<file path="src/hw/rtl/scfb_pkg.sv">
package scfb_pkg;

   localparam int unsigned QUEUE_DEPTH = 4;

   localparam logic [7:0]  PREFIX_A    = 8'hEB;
   localparam logic [7:0]  PREFIX_B    = 8'h90;
   localparam logic [7:0]  END_FLAG    = 8'h7E;
   localparam logic [15:0] MODBUS_INIT = 16'hFFFF;
   localparam logic [15:0] XMODEM_INIT = 16'h0000;
   localparam logic [15:0] MODBUS_POLY = 16'hA001;
   localparam logic [15:0] XMODEM_POLY = 16'h1021;

   localparam logic MODE_MODBUS = 1'b0;
   localparam logic MODE_FRAMED = 1'b1;

   localparam logic [1:0] POS_FIRST  = 2'd0;
   localparam logic [1:0] POS_SECOND = 2'd1;
   localparam logic [1:0] POS_LATER  = 2'd2;

   // register index of frame_mode
   localparam logic REG_FRAME_MODE = 1'b0;

   typedef struct packed {
      logic wr;
      logic mode;
   } cfg_type;

   // one classified payload byte, handed from front to back
   typedef struct packed {
      logic        mode;
      logic        second;
      logic        err;
      logic        last;
      logic [7:0]  data;
      logic [7:0]  held;
      logic [15:0] crc;
   } entry_type;

   function automatic logic [15:0] modbus_update(input logic [15:0] crc_i,
                                                 input logic [7:0]  b);
      logic [15:0] c;
      c = crc_i ^ {8'h00, b};
      for (int k = 0; k < 8; k++) begin
         if (c[0]) c = (c >> 1) ^ MODBUS_POLY;
         else      c = c >> 1;
      end
      return c;
   endfunction

   function automatic logic [15:0] xmodem_update(input logic [15:0] crc_i,
                                                 input logic [7:0]  b);
      logic [15:0] c;
      c = crc_i ^ {b, 8'h00};
      for (int k = 0; k < 8; k++) begin
         if (c[15]) c = (c << 1) ^ XMODEM_POLY;
         else       c = c << 1;
      end
      return c;
   endfunction

endpackage

</file>
<file path="src/hw/rtl/serial_frame_crc_builder.sv">
// serial frame builder with crc-16 trailer
// req channel: one payload byte per transaction, tlast on the final byte of a frame.
// rsp channel: frame bytes in transmit order, tlast on the final byte of a frame,
// tuser set on the single error transaction given for a framed payload under two bytes.
// csr port: frame_mode at address 0; 0 appends crc-16/modbus (low byte first),
// 1 sends eb 90 eb 90 eb 90, payload, crc-16/xmodem (high byte first) and 7e.
// write frame_mode only while the block is idle.
// the front computes the byte-wide crc step combinationally and can take one byte
// per cycle while the queue is not full; it writes a classified entry into a
// QUEUE_DEPTH-deep queue. the back expands each entry into 1 to 11 output bytes,
// one per cycle through an output register while rsp_tready stays high.
// an accepted byte is first written into the queue and then loaded into the
// output register, from which it is presented on rsp.
// a framed first byte is held and produces output only with the second byte.
// while the back sends prefix or trailer bursts the queue fills and req_tready
// drops; a stalled rsp_tready holds the output register and backs up the queue.
// reset empties the queue and the output register and selects mode 0.
module serial_frame_crc_builder #(
   parameter int unsigned QUEUE_DEPTH = scfb_pkg::QUEUE_DEPTH
) (
   input  logic        clock,
   input  logic        reset,
   input  logic        req_tvalid,
   output logic        req_tready,
   input  logic [7:0]  req_tdata,    // [7:0] payload_byte
   input  logic        req_tlast,    // payload_last
   output logic        rsp_tvalid,
   input  logic        rsp_tready,
   output logic [7:0]  rsp_tdata,    // [7:0] out_byte
   output logic        rsp_tlast,    // out_last
   output logic        rsp_tuser,    // [0] frame_error
   input  logic        csr_psel,
   input  logic        csr_penable,
   input  logic        csr_pwrite,
   input  logic [2:0]  csr_paddr,
   input  logic [31:0] csr_pwdata,
   output logic [31:0] csr_prdata,
   output logic        csr_pready
);

   logic mode_ff, mode_in;
   logic wr_ack;
   scfb_pkg::cfg_type cfg;

   logic                q_full;
   logic                q_push;
   scfb_pkg::entry_type q_push_entry;
   logic                q_pop;
   logic                q_head_valid;
   scfb_pkg::entry_type q_head_entry;

   assign csr_pready = 1'b1;
   assign wr_ack     = csr_psel && csr_penable && csr_pwrite && csr_pready;
   assign cfg.wr     = wr_ack && (csr_paddr[2] == scfb_pkg::REG_FRAME_MODE);
   assign cfg.mode   = csr_pwdata[0];
   assign mode_in    = cfg.wr ? csr_pwdata[0] : mode_ff;
   assign csr_prdata = (csr_paddr[2] == scfb_pkg::REG_FRAME_MODE) ? {31'h0, mode_ff} : 32'h0;

   always_ff @(posedge clock) begin
      if (reset) mode_ff <= scfb_pkg::MODE_MODBUS;
      else       mode_ff <= mode_in;
   end

   scfb_front u_front (
      .clock      (clock),
      .reset      (reset),
      .cfg        (cfg),
      .req_tvalid (req_tvalid),
      .req_tready (req_tready),
      .req_tdata  (req_tdata),
      .req_tlast  (req_tlast),
      .q_full     (q_full),
      .q_push     (q_push),
      .q_entry    (q_push_entry)
   );

   scfb_queue #(
      .DEPTH (QUEUE_DEPTH)
   ) u_queue (
      .clock      (clock),
      .reset      (reset),
      .push       (q_push),
      .push_entry (q_push_entry),
      .full       (q_full),
      .pop        (q_pop),
      .head_valid (q_head_valid),
      .head_entry (q_head_entry)
   );

   scfb_back u_back (
      .clock      (clock),
      .reset      (reset),
      .head_valid (q_head_valid),
      .head_entry (q_head_entry),
      .pop        (q_pop),
      .rsp_tvalid (rsp_tvalid),
      .rsp_tready (rsp_tready),
      .rsp_tdata  (rsp_tdata),
      .rsp_tlast  (rsp_tlast),
      .rsp_tuser  (rsp_tuser)
   );

endmodule

</file>
<file path="src/hw/rtl/scfb_front.sv">
module scfb_front (
   input  logic                  clock,
   input  logic                  reset,
   input  scfb_pkg::cfg_type     cfg,
   input  logic                  req_tvalid,
   output logic                  req_tready,
   input  logic [7:0]            req_tdata,   // payload_byte
   input  logic                  req_tlast,   // payload_last
   input  logic                  q_full,
   output logic                  q_push,
   output scfb_pkg::entry_type   q_entry
);

   logic        mode_ff, mode_in;
   logic [1:0]  pos_ff, pos_in;
   logic [15:0] crc_ff, crc_in;
   logic [7:0]  held_ff, held_in;

   logic        accept;
   logic [15:0] init_crc;
   logic [15:0] base_crc;
   logic [15:0] next_crc;

   assign req_tready = !q_full;
   assign accept     = req_tvalid && !q_full;
   assign init_crc   = (mode_ff == scfb_pkg::MODE_FRAMED) ? scfb_pkg::XMODEM_INIT
                                                          : scfb_pkg::MODBUS_INIT;
   assign base_crc   = (pos_ff == scfb_pkg::POS_FIRST) ? init_crc : crc_ff;
   assign next_crc   = (mode_ff == scfb_pkg::MODE_FRAMED)
                       ? scfb_pkg::xmodem_update(base_crc, req_tdata)
                       : scfb_pkg::modbus_update(base_crc, req_tdata);

   always_comb begin
      mode_in         = mode_ff;
      pos_in          = pos_ff;
      crc_in          = crc_ff;
      held_in         = held_ff;
      q_push          = 1'b0;
      q_entry.mode    = mode_ff;
      q_entry.second  = (pos_ff == scfb_pkg::POS_SECOND);
      q_entry.err     = 1'b0;
      q_entry.last    = req_tlast;
      q_entry.data    = req_tdata;
      q_entry.held    = held_ff;
      q_entry.crc     = next_crc;
      if (cfg.wr) begin
         // mode change drops any partial frame
         mode_in = cfg.mode;
         pos_in  = scfb_pkg::POS_FIRST;
         crc_in  = (cfg.mode == scfb_pkg::MODE_FRAMED) ? scfb_pkg::XMODEM_INIT
                                                       : scfb_pkg::MODBUS_INIT;
         held_in = 8'h00;
      end else if (accept) begin
         if (mode_ff == scfb_pkg::MODE_FRAMED && pos_ff == scfb_pkg::POS_FIRST) begin
            if (req_tlast) begin
               // too short for a framed payload
               q_push      = 1'b1;
               q_entry.err = 1'b1;
               held_in     = 8'h00;
               crc_in      = init_crc;
            end else begin
               held_in = req_tdata;
               crc_in  = next_crc;
               pos_in  = scfb_pkg::POS_SECOND;
            end
         end else begin
            q_push = 1'b1;
            crc_in = next_crc;
            pos_in = req_tlast ? scfb_pkg::POS_FIRST : scfb_pkg::POS_LATER;
         end
      end
   end

   always_ff @(posedge clock) begin
      if (reset) begin
         mode_ff <= scfb_pkg::MODE_MODBUS;
         pos_ff  <= scfb_pkg::POS_FIRST;
         crc_ff  <= scfb_pkg::MODBUS_INIT;
         held_ff <= 8'h00;
      end else begin
         mode_ff <= mode_in;
         pos_ff  <= pos_in;
         crc_ff  <= crc_in;
         held_ff <= held_in;
      end
   end

endmodule

</file>
<file path="src/hw/rtl/scfb_queue.sv">
module scfb_queue #(
   parameter int unsigned DEPTH = scfb_pkg::QUEUE_DEPTH
) (
   input  logic                  clock,
   input  logic                  reset,
   input  logic                  push,
   input  scfb_pkg::entry_type   push_entry,
   output logic                  full,
   input  logic                  pop,
   output logic                  head_valid,
   output scfb_pkg::entry_type   head_entry
);

   localparam int unsigned IW = (DEPTH > 1) ? $clog2(DEPTH) : 1;
   localparam int unsigned CW = $clog2(DEPTH + 1);
   localparam logic [IW-1:0] LAST_IDX = IW'(DEPTH - 1);

   scfb_pkg::entry_type slot_ff [DEPTH];
   logic [IW-1:0] wr_ptr_ff, wr_ptr_in;
   logic [IW-1:0] rd_ptr_ff, rd_ptr_in;
   logic [CW-1:0] count_ff, count_in;

   logic do_push, do_pop;

   assign full       = (count_ff == CW'(DEPTH));
   assign head_valid = (count_ff != '0);
   assign head_entry = slot_ff[rd_ptr_ff];
   assign do_push    = push && !full;
   assign do_pop     = pop && head_valid;

   always_comb begin
      wr_ptr_in = wr_ptr_ff;
      rd_ptr_in = rd_ptr_ff;
      count_in  = count_ff;
      if (do_push) wr_ptr_in = (wr_ptr_ff == LAST_IDX) ? '0 : wr_ptr_ff + 1'b1;
      if (do_pop)  rd_ptr_in = (rd_ptr_ff == LAST_IDX) ? '0 : rd_ptr_ff + 1'b1;
      if (do_push && !do_pop)      count_in = count_ff + 1'b1;
      else if (do_pop && !do_push) count_in = count_ff - 1'b1;
   end

   always_ff @(posedge clock) begin
      if (reset) begin
         wr_ptr_ff <= '0;
         rd_ptr_ff <= '0;
         count_ff  <= '0;
      end else begin
         wr_ptr_ff <= wr_ptr_in;
         rd_ptr_ff <= rd_ptr_in;
         count_ff  <= count_in;
      end
   end

   always_ff @(posedge clock) begin
      if (do_push) slot_ff[wr_ptr_ff] <= push_entry;
   end

endmodule

</file>
<file path="src/hw/rtl/scfb_back.sv">
module scfb_back (
   input  logic                  clock,
   input  logic                  reset,
   input  logic                  head_valid,
   input  scfb_pkg::entry_type   head_entry,
   output logic                  pop,
   output logic                  rsp_tvalid,
   input  logic                  rsp_tready,
   output logic [7:0]            rsp_tdata,   // out_byte
   output logic                  rsp_tlast,   // out_last
   output logic                  rsp_tuser    // frame_error
);

   // framed sequence: six prefix bytes, held byte, byte, crc hi, crc lo, flag
   localparam logic [3:0] FP_HELD   = 4'd6;
   localparam logic [3:0] FP_DATA   = 4'd7;
   localparam logic [3:0] FP_CRC_HI = 4'd8;
   localparam logic [3:0] FP_CRC_LO = 4'd9;
   localparam logic [3:0] FP_FLAG   = 4'd10;
   // modbus sequence: byte, crc lo, crc hi
   localparam logic [3:0] MP_DATA   = 4'd0;
   localparam logic [3:0] MP_CRC_LO = 4'd1;
   localparam logic [3:0] MP_CRC_HI = 4'd2;

   logic       busy_ff, busy_in;
   logic [3:0] step_ff, step_in;
   logic       valid_ff, valid_in;
   logic [7:0] data_ff, data_in;
   logic       last_ff, last_in;
   logic       err_ff, err_in;

   logic       load;
   logic [3:0] start_step;
   logic [3:0] end_step;
   logic [3:0] step;
   logic [7:0] sel_byte;

   assign load = head_valid && (!valid_ff || rsp_tready);

   always_comb begin
      if (head_entry.err) begin
         start_step = MP_DATA;
         end_step   = MP_DATA;
      end else if (head_entry.mode == scfb_pkg::MODE_FRAMED) begin
         start_step = head_entry.second ? 4'd0 : FP_DATA;
         end_step   = head_entry.last ? FP_FLAG : FP_DATA;
      end else begin
         start_step = MP_DATA;
         end_step   = head_entry.last ? MP_CRC_HI : MP_DATA;
      end
   end

   assign step = busy_ff ? step_ff : start_step;

   always_comb begin
      sel_byte = head_entry.data;
      if (head_entry.err) begin
         sel_byte = 8'h00;
      end else if (head_entry.mode == scfb_pkg::MODE_FRAMED) begin
         case (step)
            4'd0, 4'd2, 4'd4: sel_byte = scfb_pkg::PREFIX_A;
            4'd1, 4'd3, 4'd5: sel_byte = scfb_pkg::PREFIX_B;
            FP_HELD:          sel_byte = head_entry.held;
            FP_DATA:          sel_byte = head_entry.data;
            FP_CRC_HI:        sel_byte = head_entry.crc[15:8];
            FP_CRC_LO:        sel_byte = head_entry.crc[7:0];
            FP_FLAG:          sel_byte = scfb_pkg::END_FLAG;
            default:          sel_byte = head_entry.data;
         endcase
      end else begin
         case (step)
            MP_DATA:   sel_byte = head_entry.data;
            MP_CRC_LO: sel_byte = head_entry.crc[7:0];
            MP_CRC_HI: sel_byte = head_entry.crc[15:8];
            default:   sel_byte = head_entry.data;
         endcase
      end
   end

   always_comb begin
      busy_in  = busy_ff;
      step_in  = step_ff;
      valid_in = valid_ff;
      data_in  = data_ff;
      last_in  = last_ff;
      err_in   = err_ff;
      pop      = 1'b0;
      if (valid_ff && rsp_tready) valid_in = 1'b0;
      if (load) begin
         valid_in = 1'b1;
         data_in  = sel_byte;
         err_in   = head_entry.err;
         last_in  = (step == end_step) && (head_entry.last || head_entry.err);
         if (step == end_step) begin
            pop     = 1'b1;
            busy_in = 1'b0;
         end else begin
            busy_in = 1'b1;
            step_in = step + 1'b1;
         end
      end
   end

   always_ff @(posedge clock) begin
      if (reset) begin
         busy_ff  <= 1'b0;
         step_ff  <= '0;
         valid_ff <= 1'b0;
      end else begin
         busy_ff  <= busy_in;
         step_ff  <= step_in;
         valid_ff <= valid_in;
      end
   end

   always_ff @(posedge clock) begin
      data_ff <= data_in;
      last_ff <= last_in;
      err_ff  <= err_in;
   end

   assign rsp_tvalid = valid_ff;
   assign rsp_tdata  = data_ff;
   assign rsp_tlast  = last_ff;
   assign rsp_tuser  = err_ff;

endmodule
</file>
<file path="config.mk">
export PLATFORM = sky130hd
export DESIGN_NAME = serial_frame_crc_builder
export DESIGN_NICKNAME = d
export VERILOG_FILES = /design/src/hw/rtl/scfb_pkg.sv /design/src/hw/rtl/serial_frame_crc_builder.sv /design/src/hw/rtl/scfb_front.sv /design/src/hw/rtl/scfb_queue.sv /design/src/hw/rtl/scfb_back.sv
export SDC_FILE = /design/constraint.sdc
export NUM_CORES = 1
export LEC_CHECK = 0
export BUFFER_PORTS_ARGS = -buffer_cell sky130_fd_sc_hd__buf_2
export CAP_MARGIN = 20
export CORE_ASPECT_RATIO = 0.5
export CORE_MARGIN = 2
export CORE_UTILIZATION = 35
export DETAILED_ROUTE_END_ITERATION = 8
export GPL_TIMING_DRIVEN = 0
export PLACE_DENSITY = 0.53
export RECOVER_POWER = 100
export SLEW_MARGIN = 0
export SYNTH_ARGS = -nofsm -noshare
export SYNTH_HDL_FRONTEND = slang
export SYNTH_HIERARCHICAL = 1
export SYNTH_SLANG_ARGS = --single-unit
</file>
<file path="constraint.sdc">
create_clock -name clock -period 3.2 [get_ports clock]
set_input_delay 0.32 -clock clock [delete_from_list [all_inputs] [get_ports clock]]
set_output_delay 0.32 -clock clock [all_outputs]
set_load 0.005 [all_outputs]
</file>
After elaboration in Yosys (flattened, before gate mapping)
Memories as Yosys holds them, arrays and structs flattened. A register that Yosys moved wholly into a read port is not among the register bits.
Index checks and enable logic that the tools add are counted.
{ "op_classes": {"add_sub_neg": 5, "reduce_logical": 30, "bitwise_logic": 20, "muxes": 60, "eq_ne": 15} }
{ "ops": {"columns": ["cell", "count"], "rows": [
  ["$mux W16", 16],
  ["$mux W13", 8],
  ["$pmux W8 S6", 1],
  ["$mux W4", 6],
  ["$not A2 Y3", 8],
  ["$not A3 Y3", 8],
  ["$mux W2", 8],
  ["$mux W8", 2],
  ["$pmux W8 S2", 1],
  ["$xor A16 B16 Y16", 1],
  ["$xor A16 B8 Y16", 1],
  ["$mux W1", 15],
  ["$eq A4 B3 Y1 const B", 3],
  ["$eq A4 B4 Y1 const B", 3],
  ["$logic_and A1 B1 Y1", 12],
  ["$mux W3", 3],
  ["$eq A4 B2 Y1 const B", 2],
  ["$reduce_and A2 Y1", 3],
  ["$reduce_bool A2 Y1", 3],
  ["$reduce_or A3 Y1", 2],
  ["$add A2 B1 Y2 const B", 2],
  ["$add A4 B1 Y4 const B", 1],
  ["$eq A2 B2 Y1 const B", 2],
  ["$eq A4 B1 Y1 const B", 1],
  ["13 further kinds", 18]
]} }
{ "word_totals": {"output_inout_bits": 45, "mem_bits_rw": 144, "elab_cells": 144, "inputBits": 51, "n_memories": 1, "reg_bits": 50} }
{ "mem_list": {"columns": ["memory", "words", "word_bits", "read_ports", "rd_ports_with_merged_regs", "wr", "line", "source"], "rows": [
  ["u_queue.slot_ff", 4, 36, 1, 1, 1, "scfb_queue.sv:18", "scfb_pkg::entry_type slot_ff [DEPTH];"]
]} }

Logic depth before layout (Yosys ltp)
{ "depth": {"depth_word": 24, "depth_mapped": 15, "depth_no_buf": 13} }

Hierarchy
The synthesis kept the hierarchy.
{ "modules_own_cells": {"columns": ["module", "area_per_inst_um2", "cells_each", "n_inst", "seq_area_each_um2"], "rows": [
  ["scfb_queue", 5700.5, 238, 1, 4504.3],
  ["scfb_front", 2044.5, 265, 1, 540.5],
  ["scfb_back", 1415.1, 167, 1, 420.4],
  ["serial_frame_crc_builder", 309.0, 40, 1, 20.0]
]} }

Worst setup path before layout
OpenSTA, ideal clock, no wires.
{ "synth_timing": {"kind": "flip-flop to flip-flop", "startpoint": "register (tool-made name)", "endpoint": "register u_queue.count_ff[2]", "path_stages_with_launch": 15, "arrival_time_ns": 3.196, "setup_time_ns": 0.070, "setup_slack_ns": -0.066, "period_less_slack_ns": 3.266, "path_buffers": 2, "required_ns": 3.130, "path_cell_list": "dfxtp_1 buf_4 mux4_2 buf_4 and4bb_1 a211oi_1 o22a_2 and3_1 o31ai_2 ha_1 inv_1 fa_1 xor2_1 or3_1 a21oi_1"} }
{ "synth_lines": {"columns": ["element", "line", "source"], "rows": [
  ["end signal, assigned", "scfb_queue.sv:49", "count_ff <= count_in;"],
  ["end, declared", "scfb_queue.sv:21", "logic [CW-1:0] count_ff, count_in;"]
]} }

==> impl_metrics.yaml <==
logic_synthesis:
  ys_warn_count: 6
  synthDistinctLibCells: 75
  postSynth.asyncResetShare: 0
  synth-edff-count: 154
  syn_inst: 710
  ys.flop_type: "edfxtp_1"
  ys_seq_elements: 197
  syn_area_per_cell_um2: 13.3
  syn_area_mm2: 0.00947
  ys_seq_area_frac: 0.579
layout:
  final_common_cell: "edfxtp_1"
  regArea_mm2: 0.00549
  multi_input_area_mm2: 0.00355
  layout_common_cells: "edfxtp_1, buf_4, nor2_1, dfxtp_1, xnor2_1"
  n_fill_cell: 2454
  fin_nets: 860
  fin_area_mm2: 0.0110
  drive_above_1_share: 0.257
  final_cells: 1167
  syn2layout_area_growth_pct: 16.2
detailed_routing:
  drc_errors: 0
  ant_nets: 0
  drt_iter0_drc: 541
  dr.pass1.iters: 5
  vias_per_cell: 5.20
  wl_per_cell_um: 20.4
  wirelength_um: 23800
  vias: 6066
critical_path:
  r2r-end: "u_queue/count_ff[2]$_SDFFE_PP0P_"
  crit_fanout: 6
  crit_type: "reg2reg"
  start_kind: "flip-flop"
  r2r_slack_ns: 0.03
  path_cells: "buf_8 -> buf_12 -> mux4_2 -> nor2b_1 -> a2bb2oi_1 -> o22a_2 -> and3_4 -> o31ai_4 -> ha_2 -> inv_2 -> fa_2 -> xor2_1 -> or3_1 -> a21oi_1"
  slowest_stage: "mux4_2"
  required_ns: 3.56
  rr_worst_depth: 14
  end_kind: "flip-flop"
  critPathArrivalTime_ns: 3.54
  cpPeakStageDelay_ns: 0.37
die:
  num_rows: 42
  start_util: 0.357
  die_w_um: 237
  die_y_um: 120
  core_mm2: 0.0265
  dieArea_mm2: 0.0285
  pin_count: 96
timing:
  max_freq_mhz: 315
  finalMaxSlewViolations: 0
  tns_ns: 0
  hold_viol_final: 0
  setup_slack_ns: 0.0250
  skew_ns: 0.0149
  rsz0062_at_grt: "true"
  min_period_over_period: 0.992
  setup_viol_count_final: 0
  period_minus_slack_ns: 3.17
  tightestPinTransition_ns: 0.949
  maxSlewHeadroom: 0.362
worst_hold_path:
  hold_depth: 3
  hp-start: "csr_pwdata[0]"
  hold_end: "mode_ff$_SDFFE_PP0P_"
  hold_class: "in2reg"
placement:
  portBuffers: 25
  pre_cts_slack_ns: -0.365
  dp_hpwl_um: 16500
  gp_congestion: 0.879
  dpl.cell_count: 1122
  dpl_cell_area_mm2: 0.0103
global_route:
  grt_pass1_wl_um: 36200
  grt_pass1_vias: 5905
  grt_antenna_before_repair: 0
  grt_max_degree: 27
  grt_usage: 0.172
  overflow: 0
clock_tree:
  cts_buffers: 17
  cts_tree: "done"
  ctsLongestPathBuffers: 2
  clock_latency_ns: 0.44
  cts_root_buf: "clkbuf_16"
  clkSinkCount: 197
  htreeDepth: 4
  holdBufCountCts: 0
  cts.reportedPaths.clkPinSlew_ns: 0.08
job:
  maxCapViolations: 0
run_status:
  run_status: "finished, final reports clean"
power_and_ir_drop:
  leakagePower_nw: 3.81
  peakVddDrop_mv: 0.411
  power.density_mw_per_mm2: 806
report_power, final:
part | leakage, nW | switching [W] | internal (W) | total (W)
Combinational | 1.75 | 0.00186 | 0.00140 | 0.00327
Clock | 0.278 | 0.00104 | 0.00104 | 0.00207
Sequential | 1.78 | 0.000196 | 0.00333 | 0.00353
what timing repair did:
item / 4_1_cts / 5_1_grt
hold endpoints to repair: 0 / 0
setup buffers: 9 / 6
pin swaps: 2 / 9
resized for setup: 20 / 15
endpoints found under the setup margin: 7 / 2
stage by stage:
step	utilization	total power [W]	hold slack (ns)
global route	0.414	0.00933	0.149
floorplan	-	0.00566	0.389
CTS	0.412	0.00881	0.0667
detailed placement	0.387	0.00661	0.471
global placement	0.383	0.00653	0.462
finish	0.415	0.00887	0.160
per-layer routing:
| layer | GRT usage | vias to the layer above | wire (µm) |
|---|---|---|---|
| li1 | - | 2776 | - |
| met1 | 0.245 | 3058 | 11400 |
| met2 | 0.272 | 199 | 10800 |
| met3 | 0.0299 | 33 | 1230 |
| met4 | 0.0439 | 0 | 392 |
| met5 | 0 | - | 0 |
worst max path at each step:
stage | from | end | slack (ns) | cells after the start
CTS | flip-flop | u_queue/count_ff[2]$_SDFFE_PP0P_ | -0.05 | 13
floorplan | flip-flop | u_queue/count_ff[2]$_SDFFE_PP0P_ | 0.02 | 14
global placement | u_front/pos_ff[1]$_SDFFE_PP0P_ | u_queue/slot_ff[1][1]$_DFFE_PP_ | -1.37 | 5
finish | flip-flop | u_queue/count_ff[2]$_SDFFE_PP0P_ | 0.03 | 14
global route | flip-flop | u_queue/count_ff[2]$_SDFFE_PP0P_ | -0.09 | 14
detailed placement | flip-flop | u_queue/count_ff[2]$_SDFFE_PP0P_ | -0.37 | 15
flip-flops by register name, summed over array words and instances (netlist names), 3 cells and up, named ones only:
signal and cells:
u_queue/count_ff 3, u_queue/slot_ff 144, u_back/step_ff 4, u_front/crc_ff 16
u_front/held_ff 8, u_back/rsp_tdata 8
Yosys cell counts, types with 6 or more instances:
cell        n  area share
a22oi_1    14       0.011
ha_1        6      0.0079
edfxtp_1  154        0.49
dfxtp_1    43       0.091
a221o_1    16       0.017
xnor2_1    40       0.037
nor3_1     10      0.0053
nor3b_1    11      0.0087
mux4_2     36       0.086
nand3_1     7      0.0037
buf_2      10      0.0053
o21ai_0    18      0.0095
xor2_1     19       0.018
nand2b_1    6      0.0040
inv_1      17      0.0067
a21oi_1    38       0.020
clkbuf_1   22      0.0087
and3_1      6      0.0040
buf_4      46       0.036
nor2_1     48       0.019
nand2_1    38       0.015
cell families after synthesis:
logic type / share of synthesized area
adders and majority gates: 0.0111
DFF: 0.579
xor gates and xnor gates: 0.0587
buffers and inverters: 0.0677
AOI/OAI and AO/OA: 0.101
muxes: 0.0909
other: 0.000793
and+or+nand+nor: 0.0905
critical path, delay by kind of cell, from the launching register on:
| family | cells | cell delay, ns |
|---|---|---|
| buffers and inverters | 3 | 0.29 |
| and+or+nand+nor | 3 | 0.82 |
| DFF | 1 | 0.33 |
| muxes | 1 | 0.37 |
| xor gates and xnor gates | 1 | 0.17 |
| adders and majority gates | 2 | 0.54 |
| AOI/OAI and AO/OA | 4 | 0.56 |
cell type report:
class	count	share of cell area
sequential	197	0.499
multi-input combinational	437	0.323
buffer	84	0.0491
tap	352	0.0400
clock buffer	18	0.0390
timing repair buffer	46	0.0298
clock inverter	13	0.0118
inverter	19	0.00819
antenna	1	0.000227
(Power assumes the default switching activity.)
